**config.mk**
```make
export PLATFORM = sky130hd
export DESIGN_NAME = keyed_table_sort_search
export DESIGN_NICKNAME = d
export VERILOG_FILES = /design/src/sv/kts_pkg.sv /design/src/sv/keyed_table_sort_search.sv /design/src/sv/kts_cell.sv /design/src/sv/kts_chain.sv
export SDC_FILE = /design/constraint.sdc
export NUM_CORES = 2
export LEC_CHECK = 0
export ABC_CLOCK_PERIOD_IN_PS = 11700
export BUFFER_PORTS_ARGS = -buffer_cell sky130_fd_sc_hd__buf_2
export CAP_MARGIN = 30
export CORE_MARGIN = 2
export CORE_UTILIZATION = 53
export DETAILED_ROUTE_END_ITERATION = 8
export HOLD_SLACK_MARGIN = 0.08
export PLACE_DENSITY_LB_ADDON = 0.08
export SYNTH_ARGS = -nofsm -noshare
export SYNTH_HDL_FRONTEND = slang
export SYNTH_SLANG_ARGS = --single-unit
```
**constraint.sdc**
```tcl
create_clock -name clk -period 11.7 [get_ports clk]
set_clock_uncertainty 0.15 [all_clocks]
set_input_delay 0.585 -clock clk [delete_from_list [all_inputs] [get_ports clk]]
set_output_delay 0.585 -clock clk [all_outputs]
set_load 0.01 [all_outputs]
```
**src/sv/kts_pkg.sv**
```systemverilog
`timescale 1ns / 1ps
// ---------------------------------------------------------------------------
// kts_pkg: shared types and constants of the keyed table
// Entry layout, ring commands, operation and status codes, text helper.
// ---------------------------------------------------------------------------
package kts_pkg;

	localparam int DEPTH      = 16;
	localparam int KEY_BYTES  = 8;
	localparam int KIND_BYTES = 8;
	localparam int CW         = $clog2(DEPTH + 1);
	localparam int CMPW       = 5;

	localparam logic [2:0] OP_INSERT = 3'd0;
	localparam logic [2:0] OP_REMOVE = 3'd1;
	localparam logic [2:0] OP_LIST   = 3'd2;
	localparam logic [2:0] OP_SEQ    = 3'd3;
	localparam logic [2:0] OP_BIN    = 3'd4;

	localparam logic [1:0] ST_OK    = 2'd0;
	localparam logic [1:0] ST_NF    = 2'd1;
	localparam logic [1:0] ST_FULL  = 2'd2;
	localparam logic [1:0] ST_EMPTY = 2'd3;

	typedef struct packed {
		logic [63:0] name;
		logic [63:0] kind;
		logic [15:0] amount;
	} entry_t;

	// One ring move: pop the head, push an entry at the tail, or both.
	typedef struct packed {
		logic   pop;
		logic   push;
		entry_t data;
	} ring_cmd_t;

	// Keep the first nbytes characters and clear everything after the first NUL.
	function automatic logic [63:0] norm_text(input logic [63:0] v, input int nbytes);
		logic [63:0] r;
		logic        stop;
		logic [7:0]  ch;
		r    = '0;
		stop = 1'b0;
		for (int b = 0; b < 8; b++) begin
			ch = v[63 - 8 * b -: 8];
			if (b >= nbytes || ch == 8'd0) begin
				stop = 1'b1;
			end
			if (!stop) begin
				r[63 - 8 * b -: 8] = ch;
			end
		end
		return r;
	endfunction

endpackage

```
**src/sv/keyed_table_sort_search.sv**
```systemverilog
`timescale 1ns / 1ps
// ---------------------------------------------------------------------------
// keyed_table_sort_search: keyed table with list, search and sort
// Sequencer over a ring of table cells, with one output register.
// ---------------------------------------------------------------------------
// One request is worked at a time; every table walk rotates the ring of
// cells one entry per cycle, while a list walk also waits on output stalls.
// Sort then binary search runs the in-place exchange sort, which streams a
// held entry against the ring, then probes, each probe being one full
// rotation. A finished result waits in the output register while the next
// request is taken.
module keyed_table_sort_search
	import kts_pkg::*;
(
	input  logic         clk,
	input  logic         arst_n,
	input  logic         s_tvalid,
	output logic         s_tready,
	// s_tdata: key_name[63:0], kind_text[127:64], amount[143:128]
	input  logic [143:0] s_tdata,
	// s_tuser: op[2:0]
	input  logic [2:0]   s_tuser,
	output logic         m_tvalid,
	input  logic         m_tready,
	// m_tdata: found_name[63:0], found_kind[127:64], found_amount[143:128],
	// compares[148:144], zero fill[151:149]
	output logic [151:0] m_tdata,
	// m_tuser: status[1:0]
	output logic [1:0]   m_tuser,
	output logic         m_tlast
);

	typedef enum logic [3:0] {
		IDLE, REM, LIST, SEQ, S_POP, S_CMP, S_PASS, S_PUSH, BIN_ROT, BIN_CHK, DONE
	} state_t;

	state_t          state_q;
	logic [CW-1:0]   n_q, cnt_q, i_q, j_q, lo_q, hi_q, mid_q;
	logic [CMPW-1:0] probes_q, res_cmp_q;
	logic            found_q;
	logic [63:0]     key_q;
	entry_t          h_q, res_entry_q;
	logic [1:0]      res_status_q;
	logic            m_valid_q, m_last_q;
	logic [1:0]      m_status_q;
	entry_t          m_entry_q;
	logic [CMPW-1:0] m_cmp_q;

	ring_cmd_t       cmd;
	entry_t          head;
	logic [CW-1:0]   len;
	logic            accept, can_emit, emit, hit, at_end;
	logic [CW:0]     mid_sum;

	kts_chain u_chain (
		.clk    (clk),
		.arst_n (arst_n),
		.cmd    (cmd),
		.head   (head),
		.len    (len)
	);

	assign s_tready = (state_q == IDLE);
	assign accept   = s_tvalid && s_tready;
	assign can_emit = !m_valid_q || m_tready;
	assign emit     = can_emit && (state_q == LIST || state_q == DONE);
	assign hit      = (head.name == key_q);
	assign at_end   = (cnt_q == n_q - 1'b1);
	assign mid_sum  = {1'b0, lo_q} + {1'b0, hi_q} - 1'b1;

	// Ring moves for each state.
	always_comb begin
		cmd.pop  = 1'b0;
		cmd.push = 1'b0;
		cmd.data = head;
		case (state_q)
			IDLE: begin
				if (accept && s_tuser == OP_INSERT && len < CW'(DEPTH)) begin
					cmd.push        = 1'b1;
					cmd.data.name   = norm_text(s_tdata[63:0], KEY_BYTES);
					cmd.data.kind   = norm_text(s_tdata[127:64], KIND_BYTES);
					cmd.data.amount = s_tdata[143:128];
				end
			end
			REM: begin
				cmd.pop  = 1'b1;
				cmd.push = !(hit && !found_q);
			end
			LIST: begin
				cmd.pop  = can_emit;
				cmd.push = can_emit;
			end
			SEQ, S_PASS, BIN_ROT: begin
				cmd.pop  = 1'b1;
				cmd.push = 1'b1;
			end
			S_POP: begin
				cmd.pop = 1'b1;
			end
			S_CMP: begin
				cmd.pop  = 1'b1;
				cmd.push = 1'b1;
				cmd.data = (h_q.name > head.name) ? h_q : head;
			end
			S_PUSH: begin
				cmd.push = 1'b1;
				cmd.data = h_q;
			end
			default: begin
			end
		endcase
	end

	// Sequencer and output register.
	always_ff @(posedge clk or negedge arst_n) begin
		if (!arst_n) begin
			state_q   <= IDLE;
			m_valid_q <= 1'b0;
			found_q   <= 1'b0;
		end else begin
			if (emit) begin
				m_valid_q <= 1'b1;
			end else if (m_tready) begin
				m_valid_q <= 1'b0;
			end
			case (state_q)
				IDLE: begin
					if (accept) begin
						key_q       <= norm_text(s_tdata[63:0], KEY_BYTES);
						n_q         <= len;
						cnt_q       <= '0;
						i_q         <= '0;
						found_q     <= 1'b0;
						res_entry_q <= '0;
						res_cmp_q   <= '0;
						case (s_tuser)
							OP_INSERT: begin
								res_status_q <= (len >= CW'(DEPTH)) ? ST_FULL : ST_OK;
								state_q      <= DONE;
							end
							OP_REMOVE: begin
								if (len == '0) begin
									res_status_q <= ST_EMPTY;
									state_q      <= DONE;
								end else begin
									state_q <= REM;
								end
							end
							OP_LIST: begin
								if (len == '0) begin
									res_status_q <= ST_EMPTY;
									state_q      <= DONE;
								end else begin
									state_q <= LIST;
								end
							end
							OP_SEQ: begin
								res_status_q <= ST_NF;
								state_q      <= (len == '0) ? DONE : SEQ;
							end
							OP_BIN: begin
								res_status_q <= ST_NF;
								state_q      <= (len == '0) ? DONE : S_POP;
							end
							default: begin
							end
						endcase
					end
				end
				REM: begin
					if (hit) begin
						found_q <= 1'b1;
					end
					cnt_q <= cnt_q + 1'b1;
					if (at_end) begin
						res_status_q <= (found_q || hit) ? ST_OK : ST_NF;
						state_q      <= DONE;
					end
				end
				LIST: begin
					if (can_emit) begin
						m_status_q <= ST_OK;
						m_entry_q  <= head;
						m_cmp_q    <= '0;
						m_last_q   <= at_end;
						cnt_q      <= cnt_q + 1'b1;
						if (at_end) begin
							state_q <= IDLE;
						end
					end
				end
				SEQ: begin
					if (hit && !found_q) begin
						found_q      <= 1'b1;
						res_entry_q  <= head;
						res_cmp_q    <= CMPW'(cnt_q + 1'b1);
						res_status_q <= ST_OK;
					end
					cnt_q <= cnt_q + 1'b1;
					if (at_end) begin
						if (!(found_q || hit)) begin
							res_cmp_q <= CMPW'(n_q);
						end
						state_q <= DONE;
					end
				end
				S_POP: begin
					h_q <= head;
					cnt_q <= '0;
					if (i_q + 1'b1 < n_q) begin
						j_q     <= i_q + 1'b1;
						state_q <= S_CMP;
					end else begin
						state_q <= (i_q != '0) ? S_PASS : S_PUSH;
					end
				end
				S_CMP: begin
					if (h_q.name > head.name) begin
						h_q <= head;
					end
					j_q <= j_q + 1'b1;
					if (j_q == n_q - 1'b1) begin
						state_q <= (i_q != '0) ? S_PASS : S_PUSH;
					end
				end
				S_PASS: begin
					cnt_q <= cnt_q + 1'b1;
					if (cnt_q == i_q - 1'b1) begin
						state_q <= S_PUSH;
					end
				end
				S_PUSH: begin
					if (i_q + 1'b1 == n_q) begin
						lo_q     <= '0;
						hi_q     <= n_q;
						probes_q <= '0;
						state_q  <= BIN_CHK;
					end else begin
						i_q     <= i_q + 1'b1;
						state_q <= S_POP;
					end
				end
				BIN_ROT: begin
					if (cnt_q == mid_q) begin
						probes_q <= probes_q + 1'b1;
						if (hit) begin
							found_q     <= 1'b1;
							res_entry_q <= head;
						end else if (head.name < key_q) begin
							lo_q <= mid_q + 1'b1;
						end else begin
							hi_q <= mid_q;
						end
					end
					cnt_q <= cnt_q + 1'b1;
					if (at_end) begin
						state_q <= BIN_CHK;
					end
				end
				BIN_CHK: begin
					if (found_q || lo_q >= hi_q) begin
						res_status_q <= found_q ? ST_OK : ST_NF;
						res_cmp_q    <= probes_q;
						state_q      <= DONE;
					end else begin
						mid_q   <= mid_sum[CW:1];
						cnt_q   <= '0;
						state_q <= BIN_ROT;
					end
				end
				DONE: begin
					if (can_emit) begin
						m_status_q <= res_status_q;
						m_entry_q  <= res_entry_q;
						m_cmp_q    <= res_cmp_q;
						m_last_q   <= 1'b1;
						state_q    <= IDLE;
					end
				end
				default: begin
					state_q <= IDLE;
				end
			endcase
		end
	end

	assign m_tvalid = m_valid_q;
	assign m_tuser  = m_status_q;
	assign m_tlast  = m_last_q;
	assign m_tdata  = {3'b000, m_cmp_q, m_entry_q.amount, m_entry_q.kind, m_entry_q.name};

	// The table never holds more entries than it has cells.
	a_len_bound: assert property (@(posedge clk) disable iff (!arst_n)
		len <= CW'(DEPTH))
		else $error("table length beyond depth");

	// An insert into a full table leaves the length alone.
	a_full_insert: assert property (@(posedge clk) disable iff (!arst_n)
		accept && s_tuser == OP_INSERT && len == CW'(DEPTH) |=> len == CW'(DEPTH))
		else $error("insert into full table changed length");

	// An empty-table result is always the final result of its request.
	a_empty_last: assert property (@(posedge clk) disable iff (!arst_n)
		m_valid_q && m_status_q == ST_EMPTY |-> m_last_q)
		else $error("empty status without last");

	// A full status is only reported while the table is full.
	a_idle_len: assert property (@(posedge clk) disable iff (!arst_n)
		state_q == DONE && res_status_q == ST_FULL |-> len == CW'(DEPTH))
		else $error("full status with room left");

endmodule

```
**src/sv/kts_cell.sv**
```systemverilog
`timescale 1ns / 1ps
// ---------------------------------------------------------------------------
// kts_cell: one table slot of the ring
// Holds one entry; takes its upper neighbor on a pop or the bus on a push.
// ---------------------------------------------------------------------------
module kts_cell
	import kts_pkg::*;
(
	input  logic          clk,
	input  logic [CW-1:0] idx,
	input  logic [CW-1:0] len,
	input  ring_cmd_t     cmd,
	input  entry_t        nxt,
	output entry_t        ent
);

	logic [CW:0] pos1;
	logic        take_next;
	logic        take_bus;

	// The slot after this one decides whether it is inside the ring.
	assign pos1      = {1'b0, idx} + 1'b1;
	assign take_next = cmd.pop && (pos1 < {1'b0, len});
	assign take_bus  = cmd.push && (cmd.pop ? (pos1 == {1'b0, len}) : (idx == len));

	always_ff @(posedge clk) begin
		if (take_bus) begin
			ent <= cmd.data;
		end else if (take_next) begin
			ent <= nxt;
		end
	end

endmodule

```
**src/sv/kts_chain.sv**
```systemverilog
`timescale 1ns / 1ps
// ---------------------------------------------------------------------------
// kts_chain: row of table cells and the ring length
// Every pop shifts the ring one place toward the head cell; a lone push fills the tail.
// ---------------------------------------------------------------------------
module kts_chain
	import kts_pkg::*;
(
	input  logic          clk,
	input  logic          arst_n,
	input  ring_cmd_t     cmd,
	output entry_t        head,
	output logic [CW-1:0] len
);

	entry_t        ents [DEPTH];
	logic [CW-1:0] len_q;

	// Row of cells, each fed by its upper neighbor.
	for (genvar k = 0; k < DEPTH; k++) begin : g_cell
		entry_t nxt;
		if (k == DEPTH - 1) begin : g_end
			assign nxt = '0;
		end else begin : g_mid
			assign nxt = ents[k + 1];
		end
		kts_cell u_cell (
			.clk (clk),
			.idx (CW'(k)),
			.len (len_q),
			.cmd (cmd),
			.nxt (nxt),
			.ent (ents[k])
		);
	end

	// Ring length follows pushes and pops.
	always_ff @(posedge clk or negedge arst_n) begin
		if (!arst_n) begin
			len_q <= '0;
		end else if (cmd.push && !cmd.pop) begin
			len_q <= len_q + 1'b1;
		end else if (cmd.pop && !cmd.push) begin
			len_q <= len_q - 1'b1;
		end
	end

	assign head = ents[0];
	assign len  = len_q;

endmodule

```
Word level (Yosys, flattened, before mapping)
Cells that the tools add are included.
Widths: inputs -> output; s select.
Word-level totals
  flip-flop bits (word level): 2866
  bits of input ports: 151
  output and inout port bits: 157
  word-level logic and storage cells: 513
Operators by class
  add/sub/neg operators: 11
  $lt $le $gt $ge: 22
  eq/ne operators: 60
  mux-type cells: 221
  bitwise gates (word level): 1
  reduce and logical (&&, ||, !) cells: 116
Operators with widths (number)
  $mux 144: 40
  $pmux 144 s3: 2
  $pmux 144 s2: 2
  $mux 145: 1
  $logic_not 8->1: 16
  $mux 8: 16
  $mux 5: 22
  $mux 1: 98
  $eq 64x64->1: 1
  $gt 64x64->1: 1
  $lt 64x64->1: 1
  $pmux 5 s2: 6
  $mux 4: 13
  $reduce_bool 2->1: 22
  $eq 4x5->1 const A: 8
  $lt 4x5->1 const A: 8
  $pmux 4 s10: 1
  $logic_and 1x1->1: 39
  $ne 2x2->1 const B: 19
  $add 5x1->5 const B: 6
  $eq 5x5->1: 5
  $pmux 5 s5: 1
  $eq 3x5->1 const A: 4
  $lt 3x5->1 const A: 4
  51 further kinds: 95

Depth between registers and ports, before layout
  depth after elaboration: 34
  mapped depth: 17
  mapped depth without buffers: 13

Modules after synthesis
From an unflattened synthesis, not the netlist that was laid out.
Unflattened totals
  cell total of the unflattened synthesis: 8527
  area total of the unflattened synthesis: 138036.1 sq um
Modules (own cells, without submodules)
  kts_cell at u_chain.g_cell[0].u_cell ...: times used 13, cells each 337, area each 6628.9 sq um, seq. area each 4324.1 sq um
  keyed_table_sort_search: times used 1, cells each 3094, area each 32502.4 sq um, seq. area each 16696.0 sq um
  kts_cell at u_chain.g_cell[8].u_cell ...: times used 2, cells each 337, area each 6312.3 sq um, seq. area each 4324.1 sq um
  kts_cell at u_chain.g_cell[7].u_cell: times used 1, cells each 337, area each 6334.8 sq um, seq. area each 4324.1 sq um
  kts_chain: times used 1, cells each 41, area each 399.1 sq um, seq. area each 125.1 sq um

Worst setup path after synthesis
No wires, ideal clock.
  kind: input to register
  from: in arst_n
  to: reg m_cmp_q[0] (enable)
  library setup time: 881 ps
  arrival: 11894 ps
  data required time: 10669 ps
  path slack: -1226 ps
  stages: 3
  buffers on the path: 1
  cell sequence: clkbuf_1 nand2_1 nor3b_1
On the way
  word-level cells in the longest chain between the ends: 1
Ends and longest elaborated chain
  from (decl): RTL line keyed_table_sort_search.sv:16  | input logic arst_n,
  $reduce_and 4->1 (no line)
  to (signal assigned): RTL line keyed_table_sort_search.sv:275  | m_cmp_q <= res_cmp_q;
  to (decl): RTL line keyed_table_sort_search.sv:47  | logic [CMPW-1:0] m_cmp_q;
Every way passes these cells.
A chain may end at the register's enable or synchronous reset.

Worst setup path in the final report
  from: reg state_q[0]
  to: reg u_chain.g_cell[12].u_cell.ent[62] (netlist name), data pin
On the way
  word-level cells in the longest chain between the ends: 8
  elaborated cells between the ends (all ways): 21
  classes of those cells: eq/ne: 8; mux: 6; reduce/logical: 7
Ends and longest elaborated chain
  from (decl): RTL line keyed_table_sort_search.sv:37  | state_t state_q;
  from (signal assigned): RTL line keyed_table_sort_search.sv:159  | state_q <= (len == '0) ? DONE : SEQ;
  from (signal assigned): RTL line keyed_table_sort_search.sv:163  | state_q <= (len == '0) ? DONE : S_POP;
  from (signal assigned): RTL line keyed_table_sort_search.sv:214  | state_q <= (i_q != '0) ? S_PASS : S_PUSH;
  $logic_not 4->1: RTL line keyed_table_sort_search.sv:63, keyed_table_sort_search.sv:76
  $logic_and 1x1->1: RTL line keyed_table_sort_search.sv:64  | assign accept = s_tvalid && s_tready;
  $logic_and 1x1->1 (2 in series): RTL line keyed_table_sort_search.sv:78  | if (accept && s_tuser == OP_INSERT && len < CW'(DEPTH)) begin
  $mux 145: RTL line keyed_table_sort_search.sv:78
  $pmux 1 s4: RTL line keyed_table_sort_search.sv:76  | case (state_q)
  $logic_and 1x1->1: RTL line kts_cell.sv:24  | assign take_bus = cmd.push && (cmd.pop ? (pos1 == {1'b0, len}) : (idx == len));
  $mux 144 (*): RTL line kts_cell.sv:27  | if (take_bus) begin
  to (signal assigned): RTL line kts_cell.sv:28  | ent <= cmd.data;
  to (signal assigned): RTL line kts_cell.sv:30  | ent <= nxt;
  to (decl): RTL line kts_cell.sv:14  | output entry_t ent
Mark *: on every way between the ends. The rest lies on a longest branch, timed or not.

==> run_results.csv <==
group,metric,value,unit
die,coreArea,244000,um2
die,fp.dieH,499,um
clock_tree,clkTransAtPathRegs,60,ps
die,io_pins,308,
timing,worst_slack,4740,ps
detailed_routing,top_layer_used,"met5",
yosys,netlist_instances,8921,
final_layout,nets,9411,
clock_tree,cts_tree,"yes",
final_layout,mostFrequentLayoutCells,"edfxtp_1 (2855), mux2_2 (1561), nand2_1 (624)",
pwr,swShare,0.365,
pwr,pwr-share-clk,0.203,
placed_design,gp_congestion,0.887,
clock_tree,cts_setup_buffers,0,
placed_design,io_buffers,304,
placed_design,hpwl,202,mm
timing,drv_slew,0,
timing,finalHoldViolations,0,
timing,period_minus_slack,6960,ps
detailed_routing,route.met2.wl,160,mm
global_routing,antenna_found_initial,10,
yosys,synth-seq-cells,2866,
timing,setup_violations,0,
detailed_routing,routed-via-count,77107,
setup_path,crit_path_end_kind,"flip-flop",
setup_path,critPathKind,"flip-flop to flip-flop",
global_routing,grt_max_degree,145,
detailed_routing,wirelength_met1,151,mm
setup_path,slowest_stage,"or4_1",
timing,fmax,144,MHz
yosys,async_flop_share,0.00384,
final_layout,final_common_cell,"edfxtp_1",
pwr,p_leak,0.0531,uW
detailed_routing,drt_iter0_markers,7586,
placed_design,dp_cells,11892,
die,fp-row-count,181,
setup_path,required,12200,ps
detailed_routing,vias_per_cell,6.15,
global_routing,grt_pass1_vias,76602,
yosys,netlist_area,130000,um2
pwr,power.switching,17300,uW
final_layout,num-fill-cells,18691,
setup_path,worstPathArrival,7460,ps
pwr,p_per_area,326,nW/um2
setup_path,path_common_cell,"buf_4",
min_path,hold_path_class,"input port to flip-flop",
die,die_area,249000,um2
die,die_w,499,um
setup_path,start_kind,"flip-flop",
status,status,"completed",
timing,worstMarginPinSlew,1280,ps
detailed_routing,post_drt_wl_per_cell,27.6,um
clock_tree,cts-root-buf,"clkbuf_16",
clock_tree,insertion_delay,940,ps
setup_path,r2r_slack,4740,ps
setup_path,cp_cell_sequence,"or4_1 > clkinv_2 > nand3_1 > nand4_1 > and2_1 > buf_4 > and3_4 > buf_4 > buf_4 > mux2_2",
timing,maxSlewHeadroom,0.148,
yosys,yosys_warnings,0,
setup_path,cp_max_fo,44,
clock_tree,cts_buffers,322,
detailed_routing,wl_met3,22.4,mm
die,start_util,0.534,
clock_tree,cts_max_level,5,
final_layout,layout-drive-gt1-share,0.280,
pwr,power_frac_seq,0.440,
final_layout,syn_to_final_growth,11.5,%
pwr,p_comb_frac,0.356,
clock_tree,clk_path_buf_depth,4,
pwr,internal_power,30000,uW
setup_path,worst-path-buf-inv,4,
detailed_routing,first_pass_iters,6,
setup_path,slowest_delay,1120,ps
timing,rsz0062_at_grt,"false",
yosys,synth.distinct_cells,83,
final_layout,final-instance-count-excl-fill,12542,
flow_run,drv_cap,0,
yosys,yosysSeqAreaShare,0.661,
global_routing,grt_pass1_wl,512,mm
detailed_routing,drc,0,
timing,finalCritPeriodShare,0.595,
yosys,synth-edff-count,2855,
final_layout,fin_util,0.595,
global_routing,grt_usage,0.273,
global_routing,grt.overflow.total,0,
yosys,avgSynthCellArea,14.6,um2
detailed_routing,wl,346,mm
setup_path,cp_top_family,"simple AND/OR/NAND/NOR gates",
yosys,synth_flop_cell,"edfxtp_1",
placed_design,place_ws,4560,ps
clock_tree,clock-sinks,2866,
pwr,ir_drop,606,uV
detailed_routing,ant_nets,0,
## final timing paths
| path | startpoint | end | cells past startpoint |
|---|---|---|---|
| max | state_q[0]$_DFFE_PN0P_ | u_chain.g_cell[12].u_cell.ent[62]$_DFFE_PP_ | 10 |
| min | s_tuser[1] | state_q[1]$_DFFE_PN0P_ | 5 |
| min in group asynchronous | arst_n | found_q$_DFFE_PN0P_ | 3 |
| max reg2reg | state_q[0]$_DFFE_PN0P_ | u_chain.g_cell[12].u_cell.ent[62]$_DFFE_PP_ | 10 |
| min reg2reg | res_entry_q[121]$_SDFFCE_PN0P_ | m_tdata[41]$_DFFE_PP_ | 2 |
| max in group asynchronous | arst_n | u_chain.len[3]$_DFFE_PN0P_ | 3 |
## cells in the mapped netlist (11+ instances only)
cell type	count	area (um2)
o211a_1	11	110
o31a_1	28	245
nand2_1	632	2370
buf_1	19	71.3
o22a_1	24	210
buf_4	23	173
nand2b_1	15	93.8
a211oi_1	84	631
and2_1	141	882
o21ai_0	606	3030
clkbuf_1	377	1420
nor2b_1	86	538
buf_6	79	890
mux2_1	24	270
o21ai_1	15	75.1
a31oi_1	24	150
a22oi_1	19	143
buf_2	220	1100
a221o_1	30	300
ha_1	160	2000
xnor2_1	28	245
nand4_1	59	369
nor3_1	56	280
a21o_1	30	225
or3_1	33	206
nor2_1	214	803
inv_1	453	1700
and3_1	49	307
xor2_1	20	175
a222oi_1	12	120
nand3_1	92	460
dfrtp_1	11	275
or4_1	12	90.1
edfxtp_1	2855	85700
mux2_2	1561	17600
a221oi_1	89	780
o22ai_1	72	450
nor4_1	99	619
nor3_2	32	320
mux2i_1	276	2760
o221ai_1	17	149
a21oi_1	131	656
## registers in the layout, summed over array words and instances, names as in the netlist, 4 cells and up
register / cells
cnt_q: 5
u_chain.len: 5
lo_q: 5
hi_q: 5
key_q: 64
m_cmp_q: 5
m_tdata: 144
res_cmp_q: 5
res_entry_q: 144
h_q: 144
i_q: 5
mid_q: 5
j_q: 5
state_q: 4
probes_q: 5
n_q: 5
u_chain.g_cell.u_cell.ent: 2304
## routing by layer
metal,GRT usage,up-vias
met5,0,-
met4,0.101,2
met3,0.0411,632
met2,0.430,2900
met1,0.387,39607
li1,-,33966
## worst reg2reg max path, delay by kind of cell (launching register included)
family | cells | cell delay [ps]
buf+inv | 4 | 2040
flops | 1 | 740
mux | 1 | 440
simple gates | 5 | 3350
## through the flow
step	setup TNS [ps]	hold slack [ps]	power, uW	instance area, um2
final	0	178	47300	145000
after floorplan	-1470780	139	33100	130000
after global placement	0	343	37100	134000
after detailed placement	0	356	37700	134000
after CTS	0	113	47500	145000
after global routing	0	176	49800	145000
## kinds of logic (layout without fill, tap and decap cells)
| logic type | count (synthesis) | after routing | share of synthesized area |
|---|---|---|---|
| AOI/OAI and AO/OA | 1268 | 1268 | 0.0616 |
| xor gates and xnor gates | 48 | 48 | 0.00323 |
| adders and majority gates | 161 | 161 | 0.0155 |
| buffers and inverters | 1172 | 1585 | 0.0412 |
| DFF | 2866 | 2866 | 0.661 |
| muxes | 1861 | 1861 | 0.158 |
| other | 1 | 7 | 0.0000288 |
| and+or+nand+nor | 1544 | 1544 | 0.0585 |
## timing repair
| item | 4_1_cts | 5_1_grt |
|---|---|---|
| hold buffers | 74 | 0 |
| hold endpoints to repair | 81 | 0 |
| gates resized for setup | 0 | 0 |
## final cells by class
cell class | instances | area, um2 | area share
antenna | 4 | 10.0 | 0.0000691
clock buffer | 403 | 8560 | 0.0591
clock inverter | 158 | 1230 | 0.00847
inverter | 454 | 1710 | 0.0118
multi-input combinational | 4885 | 39100 | 0.270
sequential | 2866 | 86000 | 0.593
tap | 3202 | 4010 | 0.0276
timing repair buffer | 570 | 4320 | 0.0298
## power by group through the flow
stage	logic [uW]	registers, uW	clock network (uW)
finish	16900	20800	9610
detailed placement	16800	20900	0
CTS	16900	20800	9780
floorplan	10900	22200	0
global placement	16300	20800	0
global route	18300	21300	10200
No activity file was read; power rests on OpenSTA's default activity.
